<file path="config.mk">
export PLATFORM = sky130hd
export DESIGN_NAME = rbsi_merge
export DESIGN_NICKNAME = d
export VERILOG_FILES = /design/src/rtl/rbsi_pkg.sv /design/src/rtl/rbsi_merge.sv
export SDC_FILE = /design/constraint.sdc
export NUM_CORES = 1
export LEC_CHECK = 0
export BUFFER_PORTS_ARGS = -buffer_cell sky130_fd_sc_hd__buf_4
export CAP_MARGIN = 15
export CORE_ASPECT_RATIO = 2
export CORE_MARGIN = 2
export CORE_UTILIZATION = 58
export CTS_BUF_LIST = sky130_fd_sc_hd__clkbuf_2
export DETAILED_ROUTE_END_ITERATION = 10
export PLACE_DENSITY = 0.89
export SETUP_SLACK_MARGIN = 0.05
export SYNTH_ARGS = -nofsm -noshare
export SYNTH_HDL_FRONTEND = slang
export SYNTH_SLANG_ARGS = --single-unit
</file>
<file path="constraint.sdc">
create_clock -name clk -period 14.3 [get_ports clk]
set_clock_uncertainty 0.05 [all_clocks]
set_input_delay 3.575 -clock clk [delete_from_list [all_inputs] [get_ports clk]]
set_output_delay 3.575 -clock clk [all_outputs]
set_load 0.005 [all_outputs]
</file>
<file path="src/rtl/rbsi_pkg.sv">
// ----------------------------------------------------------------------------
// rbsi_pkg
// Shared types and constants of the ray/box slab intersection unit: the
// fixed-point format, the ray and result words and the register indexes.
// ----------------------------------------------------------------------------
package rbsi_pkg;

	// Fixed-point format: signed, COORD_W bits, FRAC_BITS fraction bits
	localparam int COORD_W   = 32;
	localparam int FRAC_BITS = 16;
	localparam int NUM_AXES  = 3;

	// Slab distance arithmetic widths
	localparam int DIFF_W = COORD_W + 1;
	localparam int PROD_W = DIFF_W + COORD_W;

	typedef logic signed [COORD_W-1:0] coord_t;
	typedef logic signed [DIFF_W-1:0]  diff_t;
	typedef logic signed [PROD_W-1:0]  prod_t;

	localparam coord_t COORD_MAX = {1'b0, {(COORD_W-1){1'b1}}};
	localparam coord_t COORD_MIN = {1'b1, {(COORD_W-1){1'b0}}};

	// Configuration register indexes
	localparam int CFG_IDX_W = 3;
	typedef enum logic [CFG_IDX_W-1:0] {
		CFG_BOX_MIN_X = 3'd0,
		CFG_BOX_MIN_Y = 3'd1,
		CFG_BOX_MIN_Z = 3'd2,
		CFG_BOX_MAX_X = 3'd3,
		CFG_BOX_MAX_Y = 3'd4,
		CFG_BOX_MAX_Z = 3'd5
	} cfg_reg_t;

	// Input word: one ray
	typedef struct packed {
		coord_t origin_x;
		coord_t origin_y;
		coord_t origin_z;
		coord_t inv_dir_x;
		coord_t inv_dir_y;
		coord_t inv_dir_z;
	} ray_t;

	// Output word: one test result
	typedef struct packed {
		logic   hit;
		coord_t t_enter;
		coord_t t_exit;
	} result_t;

endpackage

</file>
<file path="src/rtl/rbsi_merge.sv">
// ----------------------------------------------------------------------------
// rbsi_merge
// Combine the per-axis intervals: largest entry, smallest exit, then the
// hit decision. Two stages, free running.
// ----------------------------------------------------------------------------
module rbsi_merge
	import rbsi_pkg::*;
(
	input  logic    clk,
	input  coord_t  near_s3 [NUM_AXES],
	input  coord_t  far_s3  [NUM_AXES],
	output result_t result_s5
);

	coord_t enter, leave;
	coord_t enter_s4, leave_s4;

	// Reduce the three axes
	always_comb begin
		enter = near_s3[0];
		leave = far_s3[0];
		for (int a = 1; a < NUM_AXES; a++) begin
			if (near_s3[a] > enter) begin
				enter = near_s3[a];
			end
			if (far_s3[a] < leave) begin
				leave = far_s3[a];
			end
		end
	end

	// Stage 4: hold the interval
	always_ff @(posedge clk) begin
		enter_s4 <= enter;
		leave_s4 <= leave;
	end

	// Stage 5: drop rays behind the origin or with an empty interval
	always_ff @(posedge clk) begin
		result_s5.hit     <= !(leave_s4[COORD_W-1] || (enter_s4 > leave_s4));
		result_s5.t_enter <= enter_s4;
		result_s5.t_exit  <= leave_s4;
	end

endmodule

</file>
==> flow_summary_export.csv <==
group,metric,value,unit
logic_synthesis,syn_area,0.00819,mm^2
route,dr.pass1.iters,5,
logic_synthesis,synth.area.mux_share,0.159,
clock_tree,hold_buffers,0,
logic_synthesis,synth_edf_count,0,
logic_synthesis,synth_compound_area_frac,0.0984,
logic_synthesis,yosys.area.top_type,"dfxtp_1",
logic_synthesis,ys_top_cells_by_count,"inv_1, ha_1, dfxtp_1, mux2i_1, a21oi_1",
logic_synthesis,synth_warnings,0,
logic_synthesis,ys_top_cells_by_area,"dfxtp_1, ha_1, mux2i_1",
setup_path,critical_path_class,"input port to flip-flop",
die,io_pins,258,
logic_synthesis,synthXorXnorAreaFrac,0.00336,
pwr,p_comb_frac,0.408,
route,wl_per_cell,16.8,um
logic_synthesis,synth-seq-cells,129,
route,vias,7235,
setup_path,critPathArrivalTime,9.42,ns
route,drt_iter0_drc,248,
sta,period_share,0.620,
clock_tree,cts_buffers,17,
setup_path,crit_top_cell,"buf_4",
logic_synthesis,yosysUniqueCellTypes,51,
clock_tree,cts_tree,"built",
pwr,p_switching,423,uW
placement,hpwl,19.0,mm
route,drt-total-wl,22.4,mm
setup_path,crit_fanout,31,
logic_synthesis,synth_ff_type,"dfxtp_1",
global_route,antenna_found_initial,1,
die,die_w,88.0,um
sta,fmax,0.113,GHz
pwr,pwr-share-clk,0.186,
clock_tree,clk_transition_reported_paths,0.17,ns
clock_tree,insertion_delay,0.69,ns
setup_path,critPathBufInv,4,
route,postRouteAntennaNets,0,
setup_path,cpLargestDelayFamily,"compound AO/OA/AOI/OAI gates",
placement,numPortBuffers,257,
min_path,hp-class,"flip-flop to flip-flop",
setup_path,setup.worst_path.start_class,"input port",
setup_path,cp_slowest_stage_delay,0.54,ns
sta,tns,0,ns
global_route,grt_pass1_vias,7610,
logic_synthesis,syn_area_per_cell,9.51,um^2
final_layout,drive_gt1_frac,0.268,
pwr,worst_ir_drop_vdd,0.0000655,V
status,outcome,"finished clean",
clock_tree,h-tree-depth,4,
pwr,swShare,0.344,
logic_synthesis,async_flop_share,0,
pwr,p_int,806,uW
sta,setup_violations,0,
setup_path,crit_path_top_delay_cell,"o211a_1",
logic_synthesis,synth.most_common_cell,"inv_1",
clock_tree,post_cts_resized,0,
logic_synthesis,synthesis.nets,1212,
logic_synthesis,synth-simple-area-share,0.0948,
placement,gp_congestion,0.958,
route,vias_per_cell,5.44,
setup_path,endpoint_kind,"flip-flop",
global_route,overflow,0,
die,start_util,0.593,
setup_path,path_cells,"buf_4, inv_1, ha_1, nand4_1, nor3_1, nor3b_1, nand3_1, o311ai_1, o21ai_0, nand3_2, buf_4, mux2i_1, ha_1, a21o_1, a21oi_1, nor2b_1, o21ai_0, a21oi_1, o211a_1, a211oi_1, o211a_1, buf_4, mux2_2",
die,die_area,0.0151,mm^2
die,die_h,172,um
pwr,seq_power_share,0.406,
setup_path,critPathRequiredTime,14.85,ns
sta,rsz0062_at_grt,"no",
job,cap_violations,0,
clock_tree,cts.sinks,129,
clock_tree,clockBufferDepth,2,
route,drc_errors,0,
final_layout,areaGrowthSynthToFinish,28.5,%
global_route,grt_pass1_wl,34.3,mm
global_route,gr-usage-all-layers,0.297,
pwr,power_density,117,mW/mm^2
sta,tightestPinTransition,0.571,ns
die,core_area,0.0138,mm^2
sta,relSlewSlack,0.617,
placement,place_area,0.0103,mm^2
logic_synthesis,synth_fa_ha_area_frac,0.241,
pwr,static-leakage-power,0.00592,uW
die,rows,61,
logic_synthesis,synth_top_family_by_area,"adder cells",
clock_tree,root_buffer,"clkbuf_2",
final_layout,fin_area,0.0105,mm^2
logic_synthesis,netlist_instances,861,
sta,period_minus_slack,8.87,ns
logic_synthesis,synth_top_area_share,0.315,
sta,hold_viol,0,
final_layout,fin_nets,1478,
global_route,grt_max_degree,32,
sta,slew_violations,0,
logic_synthesis,yosysSeqAreaShare,0.315,
clock_tree,post_cts_buffers,0,
==> layout by cell type, fill, tap and decap left out, types with 21 or more instances in the layout <==
cell type	Yosys	layout
nand2_1	26	26
clkbuf_2	0	21
nand4_1	32	32
dfxtp_1	129	129
nor2_1	29	29
buf_4	4	261
inv_1	159	159
mux2i_1	126	126
o21ai_0	27	27
ha_1	158	158
a21oi_1	46	45
==> power groups by stage <==
| stage | clock network, uW | logic [uW] | registers, uW |
|---|---|---|---|
| 3_5_place_dp | 0 | 496 | 506 |
| 2_1_floorplan | 0 | 301 | 497 |
| 3_3_place_gp | 0 | 478 | 505 |
| 6_report | 229 | 501 | 499 |
| 4_1_cts | 235 | 499 | 500 |
| 5_1_grt | 248 | 554 | 509 |
==> state kept, by name (all words and copies together) (netlist names) <==
signal	count
result_s5	65
enter_s4	32
leave_s4	32
==> layer usage <==
layer | up-vias | wire (um) | global-route usage
met2 | 250 | 12400 | 0.577
li1 | 3543 | - | -
met4 | 0 | 1460 | 0.193
met5 | - | 0 | 0
met1 | 3354 | 7460 | 0.270
met3 | 88 | 1030 | 0.0463
==> kinds of logic (layout without fill, tap and decap cells) <==
family	Yosys count	count (layout)
AOI/OAI and AO/OA	127	127
and+or+nand+nor	144	144
other	0	1
xor gates and xnor gates	1	1
buffers and inverters	173	452
DFF	129	129
muxes	129	129
adders and majority gates	158	158
==> metrics by stage <==
stage	cells	power (uW)	hold slack [ns]	worst slack, ns	util
after floorplan	861	798	0.281	6.08	-
after global placement	1297	983	0.284	4.91	0.744
after detailed placement	1297	1000	0.286	4.69	0.744
after CTS	1329	1230	0.303	5.48	0.761
after global routing	1330	1310	0.305	4.99	0.761
final	1330	1230	0.300	5.43	0.761
==> worst reg2reg max path, cell delays in order, from the launching register on <==
cell and delay (ns):
dfxtp_1 0.45, ha_1 0.28, nor2b_1 0.14, o21a_1 0.17
o21a_1 0.16, o21a_1 0.17, o21ai_0 0.18, nand2b_1 0.08
a21oi_1 0.28, o2111ai_1 0.21, mux2i_1 0.18, o31ai_1 0.09
==> cell type report <==
class,instances,area (um^2)
Multi-Input combinational cell,559,4900
Fill cell,976,3300
Clock buffer,21,105
Timing Repair Buffer,261,1960
Sequential cell,129,2580
Tap cell,189,236
Antenna cell,1,2.50
Inverter,159,597
Clock inverter,11,139
==> final timing paths <==
| check | from | slack, ns | depth (start not counted) | to |
|---|---|---|---|---|
| worst min register to register | leave_s4[2] | 0.30 | 0 | result_s5[2] |
| worst max-delay path | near_s3[95] | 5.43 | 23 | enter_s4[0] |
| worst max register to register | enter_s4[1] | 11.79 | 11 | result_s5[64] |
| worst min-delay path | leave_s4[2] | 0.30 | 0 | result_s5[2] |
Power figures use the tool's default switching activity.
